`config.mk`:
```
export PLATFORM = sky130hd
export DESIGN_NAME = des_trial_decrypt_key_search
export DESIGN_NICKNAME = d
export VERILOG_FILES = /design/src/rtl/dtks_pkg.sv /design/src/rtl/des_trial_decrypt_key_search.sv
export SDC_FILE = /design/constraint.sdc
export NUM_CORES = 2
export LEC_CHECK = 0
export ABC_AREA = 1
export BUFFER_PORTS_ARGS = -buffer_cell sky130_fd_sc_hd__buf_2
export CAP_MARGIN = 15
export CORE_AREA = 3 3 540 542
export DETAILED_ROUTE_END_ITERATION = 7
export DIE_AREA = 0 0 543 545
export PLACE_DENSITY = 0.64
export SYNTH_ARGS = -nofsm -noshare
export SYNTH_HDL_FRONTEND = slang
export SYNTH_MEMORY_MAX_BITS = 65536
export SYNTH_SLANG_ARGS = --single-unit
```
`constraint.sdc`:
```
create_clock -name clk -period 142.6 [get_ports clk]
set_input_delay 7.13 -clock clk [delete_from_list [all_inputs] [get_ports clk]]
set_output_delay 7.13 -clock clk [all_outputs]
set_load 0.03 [all_outputs]
```
`src/rtl/dtks_pkg.sv`:
```
// dtks_pkg: constants, tables and helper functions for the DES trial-decrypt key search.
// Standalone package; used by des_trial_decrypt_key_search and its checker.
package dtks_pkg;

  localparam int unsigned IDX_W = 39;
  localparam int unsigned BLK_W = 64;

  // 28^8, the size of the key space
  localparam logic [IDX_W-1:0] KEYSPACE = 39'd377801998336;
  // floor(2^31 / 2401), 2401 * 256 = 28^4
  localparam logic [19:0] RECIP_2401 = 20'd894412;
  localparam logic [11:0] DIV_2401 = 12'd2401;
  // floor(2^20 / 28)
  localparam logic [15:0] RECIP_28 = 16'd37449;
  localparam logic [5:0] DIV_28 = 6'd28;

  localparam logic [7:0] UC_LO = 8'd65;
  localparam logic [7:0] UC_HI = 8'd90;
  localparam logic [7:0] LC_LO = 8'd97;
  localparam logic [7:0] LC_HI = 8'd122;

  localparam logic [7:0] ALPHA_T [28] = '{
    8'h41, 8'h42, 8'h44, 8'h46, 8'h48, 8'h4A, 8'h4C, 8'h4E, 8'h50, 8'h52, 8'h54, 8'h56,
    8'h58, 8'h5A, 8'h61, 8'h62, 8'h64, 8'h66, 8'h68, 8'h6A, 8'h6C, 8'h6E, 8'h70, 8'h72,
    8'h74, 8'h76, 8'h78, 8'h7A};

  localparam logic [6:0] IP_T [64] = '{
    7'd58, 7'd50, 7'd42, 7'd34, 7'd26, 7'd18, 7'd10, 7'd2, 7'd60, 7'd52, 7'd44, 7'd36,
    7'd28, 7'd20, 7'd12, 7'd4, 7'd62, 7'd54, 7'd46, 7'd38, 7'd30, 7'd22, 7'd14, 7'd6,
    7'd64, 7'd56, 7'd48, 7'd40, 7'd32, 7'd24, 7'd16, 7'd8, 7'd57, 7'd49, 7'd41, 7'd33,
    7'd25, 7'd17, 7'd9, 7'd1, 7'd59, 7'd51, 7'd43, 7'd35, 7'd27, 7'd19, 7'd11, 7'd3,
    7'd61, 7'd53, 7'd45, 7'd37, 7'd29, 7'd21, 7'd13, 7'd5, 7'd63, 7'd55, 7'd47, 7'd39,
    7'd31, 7'd23, 7'd15, 7'd7};

  localparam logic [6:0] FP_T [64] = '{
    7'd40, 7'd8, 7'd48, 7'd16, 7'd56, 7'd24, 7'd64, 7'd32, 7'd39, 7'd7, 7'd47, 7'd15,
    7'd55, 7'd23, 7'd63, 7'd31, 7'd38, 7'd6, 7'd46, 7'd14, 7'd54, 7'd22, 7'd62, 7'd30,
    7'd37, 7'd5, 7'd45, 7'd13, 7'd53, 7'd21, 7'd61, 7'd29, 7'd36, 7'd4, 7'd44, 7'd12,
    7'd52, 7'd20, 7'd60, 7'd28, 7'd35, 7'd3, 7'd43, 7'd11, 7'd51, 7'd19, 7'd59, 7'd27,
    7'd34, 7'd2, 7'd42, 7'd10, 7'd50, 7'd18, 7'd58, 7'd26, 7'd33, 7'd1, 7'd41, 7'd9,
    7'd49, 7'd17, 7'd57, 7'd25};

  localparam logic [5:0] E_T [48] = '{
    6'd32, 6'd1, 6'd2, 6'd3, 6'd4, 6'd5, 6'd4, 6'd5, 6'd6, 6'd7, 6'd8, 6'd9,
    6'd8, 6'd9, 6'd10, 6'd11, 6'd12, 6'd13, 6'd12, 6'd13, 6'd14, 6'd15, 6'd16, 6'd17,
    6'd16, 6'd17, 6'd18, 6'd19, 6'd20, 6'd21, 6'd20, 6'd21, 6'd22, 6'd23, 6'd24, 6'd25,
    6'd24, 6'd25, 6'd26, 6'd27, 6'd28, 6'd29, 6'd28, 6'd29, 6'd30, 6'd31, 6'd32, 6'd1};

  localparam logic [5:0] P_T [32] = '{
    6'd16, 6'd7, 6'd20, 6'd21, 6'd29, 6'd12, 6'd28, 6'd17, 6'd1, 6'd15, 6'd23, 6'd26,
    6'd5, 6'd18, 6'd31, 6'd10, 6'd2, 6'd8, 6'd24, 6'd14, 6'd32, 6'd27, 6'd3, 6'd9,
    6'd19, 6'd13, 6'd30, 6'd6, 6'd22, 6'd11, 6'd4, 6'd25};

  localparam logic [6:0] PC1_T [56] = '{
    7'd57, 7'd49, 7'd41, 7'd33, 7'd25, 7'd17, 7'd9, 7'd1, 7'd58, 7'd50, 7'd42, 7'd34,
    7'd26, 7'd18, 7'd10, 7'd2, 7'd59, 7'd51, 7'd43, 7'd35, 7'd27, 7'd19, 7'd11, 7'd3,
    7'd60, 7'd52, 7'd44, 7'd36, 7'd63, 7'd55, 7'd47, 7'd39, 7'd31, 7'd23, 7'd15, 7'd7,
    7'd62, 7'd54, 7'd46, 7'd38, 7'd30, 7'd22, 7'd14, 7'd6, 7'd61, 7'd53, 7'd45, 7'd37,
    7'd29, 7'd21, 7'd13, 7'd5, 7'd28, 7'd20, 7'd12, 7'd4};

  localparam logic [5:0] PC2_T [48] = '{
    6'd14, 6'd17, 6'd11, 6'd24, 6'd1, 6'd5, 6'd3, 6'd28, 6'd15, 6'd6, 6'd21, 6'd10,
    6'd23, 6'd19, 6'd12, 6'd4, 6'd26, 6'd8, 6'd16, 6'd7, 6'd27, 6'd20, 6'd13, 6'd2,
    6'd41, 6'd52, 6'd31, 6'd37, 6'd47, 6'd55, 6'd30, 6'd40, 6'd51, 6'd45, 6'd33, 6'd48,
    6'd44, 6'd49, 6'd39, 6'd56, 6'd34, 6'd53, 6'd46, 6'd42, 6'd50, 6'd36, 6'd29, 6'd32};

  // key schedule rotation per round in encrypt order; 1 means one place, 0 two
  localparam logic ROT1_T [16] = '{
    1'b1, 1'b1, 1'b0, 1'b0, 1'b0, 1'b0, 1'b0, 1'b0,
    1'b1, 1'b0, 1'b0, 1'b0, 1'b0, 1'b0, 1'b0, 1'b1};

  localparam logic [3:0] SBOX_T [8][64] = '{
    '{4'd14,4'd4,4'd13,4'd1,4'd2,4'd15,4'd11,4'd8,4'd3,4'd10,4'd6,4'd12,4'd5,4'd9,4'd0,4'd7,
      4'd0,4'd15,4'd7,4'd4,4'd14,4'd2,4'd13,4'd1,4'd10,4'd6,4'd12,4'd11,4'd9,4'd5,4'd3,4'd8,
      4'd4,4'd1,4'd14,4'd8,4'd13,4'd6,4'd2,4'd11,4'd15,4'd12,4'd9,4'd7,4'd3,4'd10,4'd5,4'd0,
      4'd15,4'd12,4'd8,4'd2,4'd4,4'd9,4'd1,4'd7,4'd5,4'd11,4'd3,4'd14,4'd10,4'd0,4'd6,4'd13},
    '{4'd15,4'd1,4'd8,4'd14,4'd6,4'd11,4'd3,4'd4,4'd9,4'd7,4'd2,4'd13,4'd12,4'd0,4'd5,4'd10,
      4'd3,4'd13,4'd4,4'd7,4'd15,4'd2,4'd8,4'd14,4'd12,4'd0,4'd1,4'd10,4'd6,4'd9,4'd11,4'd5,
      4'd0,4'd14,4'd7,4'd11,4'd10,4'd4,4'd13,4'd1,4'd5,4'd8,4'd12,4'd6,4'd9,4'd3,4'd2,4'd15,
      4'd13,4'd8,4'd10,4'd1,4'd3,4'd15,4'd4,4'd2,4'd11,4'd6,4'd7,4'd12,4'd0,4'd5,4'd14,4'd9},
    '{4'd10,4'd0,4'd9,4'd14,4'd6,4'd3,4'd15,4'd5,4'd1,4'd13,4'd12,4'd7,4'd11,4'd4,4'd2,4'd8,
      4'd13,4'd7,4'd0,4'd9,4'd3,4'd4,4'd6,4'd10,4'd2,4'd8,4'd5,4'd14,4'd12,4'd11,4'd15,4'd1,
      4'd13,4'd6,4'd4,4'd9,4'd8,4'd15,4'd3,4'd0,4'd11,4'd1,4'd2,4'd12,4'd5,4'd10,4'd14,4'd7,
      4'd1,4'd10,4'd13,4'd0,4'd6,4'd9,4'd8,4'd7,4'd4,4'd15,4'd14,4'd3,4'd11,4'd5,4'd2,4'd12},
    '{4'd7,4'd13,4'd14,4'd3,4'd0,4'd6,4'd9,4'd10,4'd1,4'd2,4'd8,4'd5,4'd11,4'd12,4'd4,4'd15,
      4'd13,4'd8,4'd11,4'd5,4'd6,4'd15,4'd0,4'd3,4'd4,4'd7,4'd2,4'd12,4'd1,4'd10,4'd14,4'd9,
      4'd10,4'd6,4'd9,4'd0,4'd12,4'd11,4'd7,4'd13,4'd15,4'd1,4'd3,4'd14,4'd5,4'd2,4'd8,4'd4,
      4'd3,4'd15,4'd0,4'd6,4'd10,4'd1,4'd13,4'd8,4'd9,4'd4,4'd5,4'd11,4'd12,4'd7,4'd2,4'd14},
    '{4'd2,4'd12,4'd4,4'd1,4'd7,4'd10,4'd11,4'd6,4'd8,4'd5,4'd3,4'd15,4'd13,4'd0,4'd14,4'd9,
      4'd14,4'd11,4'd2,4'd12,4'd4,4'd7,4'd13,4'd1,4'd5,4'd0,4'd15,4'd10,4'd3,4'd9,4'd8,4'd6,
      4'd4,4'd2,4'd1,4'd11,4'd10,4'd13,4'd7,4'd8,4'd15,4'd9,4'd12,4'd5,4'd6,4'd3,4'd0,4'd14,
      4'd11,4'd8,4'd12,4'd7,4'd1,4'd14,4'd2,4'd13,4'd6,4'd15,4'd0,4'd9,4'd10,4'd4,4'd5,4'd3},
    '{4'd12,4'd1,4'd10,4'd15,4'd9,4'd2,4'd6,4'd8,4'd0,4'd13,4'd3,4'd4,4'd14,4'd7,4'd5,4'd11,
      4'd10,4'd15,4'd4,4'd2,4'd7,4'd12,4'd9,4'd5,4'd6,4'd1,4'd13,4'd14,4'd0,4'd11,4'd3,4'd8,
      4'd9,4'd14,4'd15,4'd5,4'd2,4'd8,4'd12,4'd3,4'd7,4'd0,4'd4,4'd10,4'd1,4'd13,4'd11,4'd6,
      4'd4,4'd3,4'd2,4'd12,4'd9,4'd5,4'd15,4'd10,4'd11,4'd14,4'd1,4'd7,4'd6,4'd0,4'd8,4'd13},
    '{4'd4,4'd11,4'd2,4'd14,4'd15,4'd0,4'd8,4'd13,4'd3,4'd12,4'd9,4'd7,4'd5,4'd10,4'd6,4'd1,
      4'd13,4'd0,4'd11,4'd7,4'd4,4'd9,4'd1,4'd10,4'd14,4'd3,4'd5,4'd12,4'd2,4'd15,4'd8,4'd6,
      4'd1,4'd4,4'd11,4'd13,4'd12,4'd3,4'd7,4'd14,4'd10,4'd15,4'd6,4'd8,4'd0,4'd5,4'd9,4'd2,
      4'd6,4'd11,4'd13,4'd8,4'd1,4'd4,4'd10,4'd7,4'd9,4'd5,4'd15,4'd14,4'd2,4'd3,4'd12,4'd0},
    '{4'd13,4'd2,4'd8,4'd4,4'd6,4'd15,4'd11,4'd1,4'd10,4'd9,4'd3,4'd14,4'd5,4'd0,4'd12,4'd7,
      4'd1,4'd15,4'd13,4'd8,4'd10,4'd3,4'd7,4'd4,4'd12,4'd5,4'd6,4'd11,4'd0,4'd14,4'd9,4'd2,
      4'd7,4'd11,4'd4,4'd1,4'd9,4'd12,4'd14,4'd2,4'd0,4'd6,4'd10,4'd13,4'd15,4'd3,4'd5,4'd8,
      4'd2,4'd1,4'd14,4'd7,4'd4,4'd10,4'd8,4'd13,4'd15,4'd12,4'd9,4'd0,4'd3,4'd5,4'd6,4'd11}};

  typedef struct packed {
    logic [19:0] quo;
    logic [4:0]  rem;
  } div28_t;

  // x / 28 for x < 2^20: reciprocal estimate is exact or one low
  function automatic div28_t div28(input logic [19:0] x);
    logic [35:0] pr;
    logic [15:0] q;
    logic [19:0] t;
    div28_t      res;
    pr = x * RECIP_28;
    q  = pr[35:20];
    t  = x - 20'(q) * 20'(DIV_28);
    if (t[5:0] >= DIV_28) begin
      res.quo = 20'(q) + 20'd1;
      res.rem = 5'(t[5:0] - DIV_28);
    end else begin
      res.quo = 20'(q);
      res.rem = t[4:0];
    end
    return res;
  endfunction

  function automatic logic is_letter(input logic [7:0] b);
    return ((b >= UC_LO) && (b <= UC_HI)) || ((b >= LC_LO) && (b <= LC_HI));
  endfunction

  function automatic logic all_letters(input logic [63:0] d);
    logic ok;
    ok = 1'b1;
    for (int i = 0; i < 8; i++) ok = ok & is_letter(d[8*i +: 8]);
    return ok;
  endfunction

  function automatic logic [63:0] des_ip(input logic [63:0] d);
    logic [63:0] o;
    for (int i = 0; i < 64; i++) o[63-i] = d[6'(64 - int'(IP_T[i]))];
    return o;
  endfunction

  function automatic logic [63:0] des_fp(input logic [63:0] d);
    logic [63:0] o;
    for (int i = 0; i < 64; i++) o[63-i] = d[6'(64 - int'(FP_T[i]))];
    return o;
  endfunction

  function automatic logic [55:0] des_pc1(input logic [63:0] k);
    logic [55:0] o;
    for (int i = 0; i < 56; i++) o[55-i] = k[6'(64 - int'(PC1_T[i]))];
    return o;
  endfunction

  function automatic logic [47:0] des_pc2(input logic [55:0] cd);
    logic [47:0] o;
    for (int i = 0; i < 48; i++) o[47-i] = cd[6'(56 - int'(PC2_T[i]))];
    return o;
  endfunction

  // right rotation of both 28-bit halves (decrypt order key schedule)
  function automatic logic [55:0] cd_rotr(input logic [55:0] cd, input logic one);
    logic [27:0] c;
    logic [27:0] d;
    c = cd[55:28];
    d = cd[27:0];
    if (one) return {c[0], c[27:1], d[0], d[27:1]};
    return {c[1:0], c[27:2], d[1:0], d[27:2]};
  endfunction

  function automatic logic [31:0] des_f(input logic [31:0] r, input logic [47:0] k);
    logic [47:0] x;
    logic [31:0] s;
    logic [5:0]  b;
    logic [31:0] o;
    for (int i = 0; i < 48; i++) x[47-i] = r[5'(32 - int'(E_T[i]))];
    x = x ^ k;
    for (int i = 0; i < 8; i++) begin
      b = x[6*(7-i) +: 6];
      s[4*(7-i) +: 4] = SBOX_T[i][{b[5], b[0], b[4:1]}];
    end
    for (int i = 0; i < 32; i++) o[31-i] = s[5'(32 - int'(P_T[i]))];
    return o;
  endfunction

endpackage

```
`src/rtl/des_trial_decrypt_key_search.sv`:
```
// Throughput: one candidate per cycle; a stalled output freezes the whole pipeline.
// Front end: 3 stages reduce the index and split it in two base-28^4 halves (one
// 31x20 multiply), 4 stages peel one digit from each half, 16 stages run one DES
// round each, one stage applies FP and the letter check. Reset (rst_n low, sync)
// clears all valid bits and the ciphertext register.
module des_trial_decrypt_key_search
  import dtks_pkg::*;
(
  input  logic                clk,
  input  logic                rst_n,
  // candidate channel
  input  logic                in_valid,
  output logic                in_stall,
  input  logic [IDX_W-1:0]    in_candidate_index,
  // result channel
  output logic                out_valid,
  input  logic                out_stall,
  output logic [BLK_W-1:0]    out_candidate_key,
  output logic [BLK_W-1:0]    out_decrypted_block,
  output logic                out_all_letters,
  output logic [IDX_W-1:0]    out_index_echo,
  // ciphertext register write channel
  input  logic                cfg_valid,
  output logic                cfg_ready,
  input  logic [BLK_W-1:0]    cfg_ciphertext_block
);

  // Whole pipeline moves together unless the output register holds a stalled result.
  logic adv;
  assign adv       = !(out_valid && out_stall);
  assign in_stall  = !adv;
  assign cfg_ready = 1'b1;

  // ciphertext register; to be written only while the pipeline is empty, which the block itself does not enforce
  logic [BLK_W-1:0] ct_r;
  always_ff @(posedge clk) begin
    if (!rst_n) begin
      ct_r <= '0;
    end else if (cfg_valid) begin
      ct_r <= cfg_ciphertext_block;
    end
  end

  // ---- stage 0: fold the index into the key space (index < 2 * 28^8) ----
  logic             v0_r;
  logic [IDX_W-1:0] idx0_r, n0_r, n0_nxt;
  assign n0_nxt = (in_candidate_index >= KEYSPACE) ? in_candidate_index - KEYSPACE
                                                   : in_candidate_index;
  always_ff @(posedge clk) begin
    if (!rst_n) begin
      v0_r <= 1'b0;
    end else if (adv) begin
      v0_r <= in_valid;
    end
  end
  always_ff @(posedge clk) begin
    if (adv) begin
      idx0_r <= in_candidate_index;
      n0_r   <= n0_nxt;
    end
  end

  // ---- stage 1: n / 28^4 = (n >> 8) / 2401, reciprocal product ----
  logic             v1_r;
  logic [IDX_W-1:0] idx1_r;
  logic [30:0]      x1_r;
  logic [7:0]       lo1_r;
  logic [50:0]      prod1_r;
  always_ff @(posedge clk) begin
    if (!rst_n) begin
      v1_r <= 1'b0;
    end else if (adv) begin
      v1_r <= v0_r;
    end
  end
  always_ff @(posedge clk) begin
    if (adv) begin
      idx1_r  <= idx0_r;
      x1_r    <= n0_r[38:8];
      lo1_r   <= n0_r[7:0];
      prod1_r <= n0_r[38:8] * RECIP_2401;
    end
  end

  // ---- stage 2: correct the estimate; a = top four digits, b = low four ----
  logic             v2_r;
  logic [IDX_W-1:0] idx2_r;
  logic [19:0]      a2_r, b2_r, a2_nxt, b2_nxt;
  logic [19:0]      q2;
  logic [30:0]      t2;
  always_comb begin
    q2 = prod1_r[50:31];
    t2 = x1_r - 31'(q2) * 31'(DIV_2401);
    if (t2[12:0] >= 13'(DIV_2401)) begin
      a2_nxt = q2 + 20'd1;
      b2_nxt = {12'(t2[12:0] - 13'(DIV_2401)), lo1_r};
    end else begin
      a2_nxt = q2;
      b2_nxt = {t2[11:0], lo1_r};
    end
  end
  always_ff @(posedge clk) begin
    if (!rst_n) begin
      v2_r <= 1'b0;
    end else if (adv) begin
      v2_r <= v1_r;
    end
  end
  always_ff @(posedge clk) begin
    if (adv) begin
      idx2_r <= idx1_r;
      a2_r   <= a2_nxt;
      b2_r   <= b2_nxt;
    end
  end

  // ---- stages 3..6: one base-28 digit from each half per stage, least first ----
  logic             dv_r   [4];
  logic [IDX_W-1:0] didx_r [4];
  logic [19:0]      da_r   [4];
  logic [19:0]      db_r   [4];
  logic [BLK_W-1:0] dkey_r [4];

  for (genvar j = 0; j < 4; j++) begin : g_digit
    logic             v_in;
    logic [IDX_W-1:0] idx_in;
    logic [19:0]      a_in, b_in;
    logic [BLK_W-1:0] key_in, key_nxt;
    div28_t           da, db;

    if (j == 0) begin : g_first
      assign v_in   = v2_r;
      assign idx_in = idx2_r;
      assign a_in   = a2_r;
      assign b_in   = b2_r;
      assign key_in = '0;
    end else begin : g_next
      assign v_in   = dv_r[j-1];
      assign idx_in = didx_r[j-1];
      assign a_in   = da_r[j-1];
      assign b_in   = db_r[j-1];
      assign key_in = dkey_r[j-1];
    end

    always_comb begin
      da      = div28(a_in);
      db      = div28(b_in);
      key_nxt = key_in;
      // high half digit j lands in key byte 3-j, low half digit j in byte 7-j
      key_nxt[8*(4+j) +: 8] = ALPHA_T[da.rem];
      key_nxt[8*j +: 8]     = ALPHA_T[db.rem];
    end

    always_ff @(posedge clk) begin
      if (!rst_n) begin
        dv_r[j] <= 1'b0;
      end else if (adv) begin
        dv_r[j] <= v_in;
      end
    end
    always_ff @(posedge clk) begin
      if (adv) begin
        didx_r[j] <= idx_in;
        da_r[j]   <= da.quo;
        db_r[j]   <= db.quo;
        dkey_r[j] <= key_nxt;
      end
    end
  end

  // ---- stages 7..22: one DES decrypt round each ----
  // Key schedule runs backward: first round uses PC2 of PC1(key) itself,
  // then right-rotates by the encrypt-order amount of the round it undoes.
  logic             rv_r   [16];
  logic [IDX_W-1:0] ridx_r [16];
  logic [BLK_W-1:0] rkey_r [16];
  logic [55:0]      rcd_r  [16];
  logic [31:0]      rl_r   [16];
  logic [31:0]      rr_r   [16];

  for (genvar k = 0; k < 16; k++) begin : g_round
    logic             v_in;
    logic [IDX_W-1:0] idx_in;
    logic [BLK_W-1:0] key_in;
    logic [55:0]      cd_in;
    logic [31:0]      l_in, r_in;

    if (k == 0) begin : g_first
      logic [63:0] ipb;
      assign ipb    = des_ip(ct_r);
      assign v_in   = dv_r[3];
      assign idx_in = didx_r[3];
      assign key_in = dkey_r[3];
      assign cd_in  = des_pc1(dkey_r[3]);
      assign l_in   = ipb[63:32];
      assign r_in   = ipb[31:0];
    end else begin : g_next
      assign v_in   = rv_r[k-1];
      assign idx_in = ridx_r[k-1];
      assign key_in = rkey_r[k-1];
      assign cd_in  = rcd_r[k-1];
      assign l_in   = rl_r[k-1];
      assign r_in   = rr_r[k-1];
    end

    always_ff @(posedge clk) begin
      if (!rst_n) begin
        rv_r[k] <= 1'b0;
      end else if (adv) begin
        rv_r[k] <= v_in;
      end
    end
    always_ff @(posedge clk) begin
      if (adv) begin
        ridx_r[k] <= idx_in;
        rkey_r[k] <= key_in;
        rcd_r[k]  <= cd_rotr(cd_in, ROT1_T[15-k]);
        rl_r[k]   <= r_in;
        rr_r[k]   <= l_in ^ des_f(r_in, des_pc2(cd_in));
      end
    end
  end

  // ---- stage 23: swap halves, final permutation, letter check ----
  logic [63:0] plain_nxt;
  assign plain_nxt = des_fp({rr_r[15], rl_r[15]});

  logic             ov_r;
  logic [BLK_W-1:0] okey_r, oplain_r;
  logic             olet_r;
  logic [IDX_W-1:0] oidx_r;
  always_ff @(posedge clk) begin
    if (!rst_n) begin
      ov_r <= 1'b0;
    end else if (adv) begin
      ov_r <= rv_r[15];
    end
  end
  always_ff @(posedge clk) begin
    if (adv) begin
      okey_r   <= rkey_r[15];
      oplain_r <= plain_nxt;
      olet_r   <= all_letters(plain_nxt);
      oidx_r   <= ridx_r[15];
    end
  end

  assign out_valid           = ov_r;
  assign out_candidate_key   = okey_r;
  assign out_decrypted_block = oplain_r;
  assign out_all_letters     = olet_r;
  assign out_index_echo      = oidx_r;

endmodule

```
==> results.toml <==
[placement]
post-place-cells = 12400
gp_congestion = 0.874
portBuffers = 152
post-dp-hpwl_um = 146000

[sta]
setup_viol = 0
rsz0062_at_grt = "false"
final_max_slew_viol_count = 0
timing.final.crit_share_pct = 10.7
min_period_ps = 15200
tns_ps = 0
slew-limit-headroom_pct = 17.7
fin_worst_skew_ps = 108
max_freq_mhz = 65.8
finalHoldViolCount = 0
tightest_slew_ps = 1240

[worst_setup_path]
critPathArrivalTime_ps = 8070
end_kind = "output port"
path_max_fanout = 52
path_class = "in -> out"
start_kind = "primary input"
critPathRequiredTime_ps = 135470

[synthesis]
synth_cell_type_count = 72
syn_area_per_cell_um2 = 13.6
synthFlopType = "edfxtp_1"
syn_area_mm2 = 0.115
async_flop_share_pct = 0
yosysWarnings = 0
ys_seq_elements = 2256
netlist_instances = 8459
synth_seq_area_share_pct = 58.9
synth_edf_count = 2244

[floorplanning]
fp.dieH_um = 545
rows = 197
dieArea_mm2 = 0.296
coreArea_mm2 = 0.287
start_util_pct = 40.0
fp.dieW_um = 543
io_pins = 279

[layout]
final.fill_count = 25500
multi_input_area_mm2 = 0.0409
seqCellArea_mm2 = 0.0676
instances_no_fill = 12800
utilization_pct = 44.5
drive_above_1_share_pct = 7.38
area_delta_synth_final_pct = 11.5
fin_nets = 10700

[route]
wl_um = 196000
routedWlPerCell_um = 15.3
num_vias = 59400
first_iter_violations = 3522
dr.max_layer_used = "met4"
wl_met1_um = 87700
met2WireLength_um = 95700
viasPerCell = 4.63
drt_pass1_iterations = 6
drc = 0
dr_wl_met3_um = 7480
final_antenna_net_count = 0

[global_route]
grt_max_degree = 207
grt_pass1_wl_um = 322000
grt_pass1_vias = 62200
grt_usage_pct = 13.4
grt_overflow = 0
grt_antenna_before_repair = 5

[clock_network]
clock_path_buffers = 4
insertion_delay_ps = 890
clkTransAtPathRegs_ps = 60
post-cts-setup-buffers = 0
cts.sinks = 2256
numCtsBuffers = 230
hold_buffers = 0
cts_tree = "built"
root_buffer = "clkbuf_16"
ctsResizeCount = 0
htreeDepth = 4

[worst_hold_path]
hold_path_class = "reg -> reg"

[status]
status = "complete, no violations"

[job]
cap_violations = 0
## stage by stage
step / setup WS [ps] / area (µm²) / hold slack [ps]
6_report: 127400 / 128000 / 326
5_1_grt: 127250 / 128000 / 329
4_1_cts: 127340 / 128000 / 325
3_5_place_dp: 127340 / 120000 / 405
3_3_place_gp: 127360 / 120000 / 400
2_1_floorplan: 70670 / 115000 / 400
## cells in the mapped netlist (6+ instances only)
| master | count | area [µm²] |
|---|---|---|
| buf_4 | 73 | 548 |
| o21ai_1 | 23 | 115 |
| nor4_1 | 17 | 106 |
| nand2_2 | 20 | 125 |
| edfxtp_1 | 2244 | 67400 |
| nor2_1 | 351 | 1320 |
| dfxtp_1 | 12 | 240 |
| or2_2 | 12 | 75.1 |
| mux2_2 | 6 | 67.6 |
| clkbuf_1 | 7 | 26.3 |
| o211ai_1 | 13 | 97.6 |
| inv_2 | 14 | 52.6 |
| xnor2_1 | 139 | 1220 |
| nand3_2 | 9 | 90.1 |
| xor2_2 | 14 | 228 |
| a21boi_0 | 10 | 75.1 |
| a21oi_1 | 289 | 1450 |
| fa_1 | 583 | 11700 |
| nand3b_1 | 23 | 173 |
| nor3_1 | 39 | 195 |
| o21ai_0 | 196 | 981 |
| nand3_1 | 210 | 1050 |
| o21ai_2 | 8 | 70.1 |
| ha_1 | 1133 | 14200 |
| nand4_1 | 71 | 444 |
| inv_1 | 1576 | 5920 |
| o21bai_1 | 21 | 158 |
| o2111ai_1 | 6 | 52.6 |
| nor2_2 | 13 | 81.3 |
| o21a_1 | 9 | 67.6 |
| a31oi_1 | 24 | 150 |
| xor2_1 | 184 | 1610 |
| a21o_1 | 30 | 225 |
| and2_1 | 7 | 43.8 |
| nand2_1 | 986 | 3700 |
## worst paths after layout
kind	slack [ps]	start	depth (start not counted)	to
setup / recovery	127400	out_stall	4	in_stall
hold / removal	330	rkey_r[10][29]$_DFFE_PN_	0	rkey_r[11][29]$_DFFE_PN_
setup reg to reg	134290	a2_r[1]$_DFFE_PN_	35	dkey_r[0][35]$_DFFE_PN_
hold reg to reg	330	rkey_r[10][29]$_DFFE_PN_	0	rkey_r[11][29]$_DFFE_PN_
## cell families after synthesis
| logic type | Yosys count | synth area share (%) |
|---|---|---|
| other | 2 | 0.00654 |
| adders and majority gates | 1716 | 22.5 |
| AOI/OAI and AO/OA | 665 | 3.28 |
| muxes | 9 | 0.0850 |
| and+or+nand+nor | 1790 | 6.73 |
| DFF | 2256 | 58.9 |
| xor gates and xnor gates | 342 | 2.76 |
| buffers and inverters | 1679 | 5.76 |
## flip-flops by register name, indices dropped and copies added (netlist names), 4 cells and up
register,count
out_candidate_key,47
rr_r,100
out_index_echo,39
db_r,45
rcd_r,18
prod1_r,20
dv_r,4
ct_r,6
out_decrypted_block,14
didx_r,156
dkey_r,116
b2_r,12
rkey_r,732
n0_r,23
ridx_r,624
rv_r,16
x1_r,5
g_digit.idx_in,39
rl_r,93
da_r,45
a2_r,20
idx0_r,39
idx1_r,39
## cell usage in the layout, fill, tap and decap left out, types with 8 or more instances in the layout
master,instances
edfxtp_1,2244
inv_1,1576
ha_1,1133
nand2_1,985
fa_1,583
nor2_1,351
a21oi_1,289
clkbuf_16,232
nand3_1,210
o21ai_0,196
xor2_1,184
buf_2,152
xnor2_1,139
nand4_1,71
conb_1,68
clkinv_2,48
nor3_1,39
clkinv_1,38
clkbuf_1,35
bufinv_16,33
a21o_1,30
a31oi_1,24
o21ai_1,23
nand3b_1,23
buf_4,23
o21bai_1,21
nand2_2,20
nor4_1,17
clkinvlp_4,17
xor2_2,14
inv_2,14
nor2_2,13
o211ai_1,13
or2_2,12
dfxtp_1,12
a21boi_0,10
o21a_1,9
nand3_2,9
o21ai_2,8
inv_6,8
## layout make-up
| cell class | instances | area share, % |
|---|---|---|
| Antenna cell | 3 | 0.00586 |
| Tap cell | 3781 | 3.69 |
| Inverter | 1591 | 4.67 |
| Clock buffer | 267 | 4.64 |
| Sequential cell | 2256 | 52.8 |
| Clock inverter | 160 | 1.46 |
| Multi-Input combinational cell | 4590 | 31.9 |
| Timing Repair Buffer | 179 | 0.792 |
## worst max-delay path, stage by stage
cell,delay [ps]
buf_2,110
nand2_4,490
inv_1,120
buf_2,210
## layer usage
metal	vias up	global-route usage, %
met3	297	1.95
met2	965	23.1
met5	-	0
li1	29400	-
met4	0	3.54
met1	28800	17.6
Power is left out: the tool's default activity adds up to more than one toggle a clock period on the data nets, which glitch-free logic cannot reach.
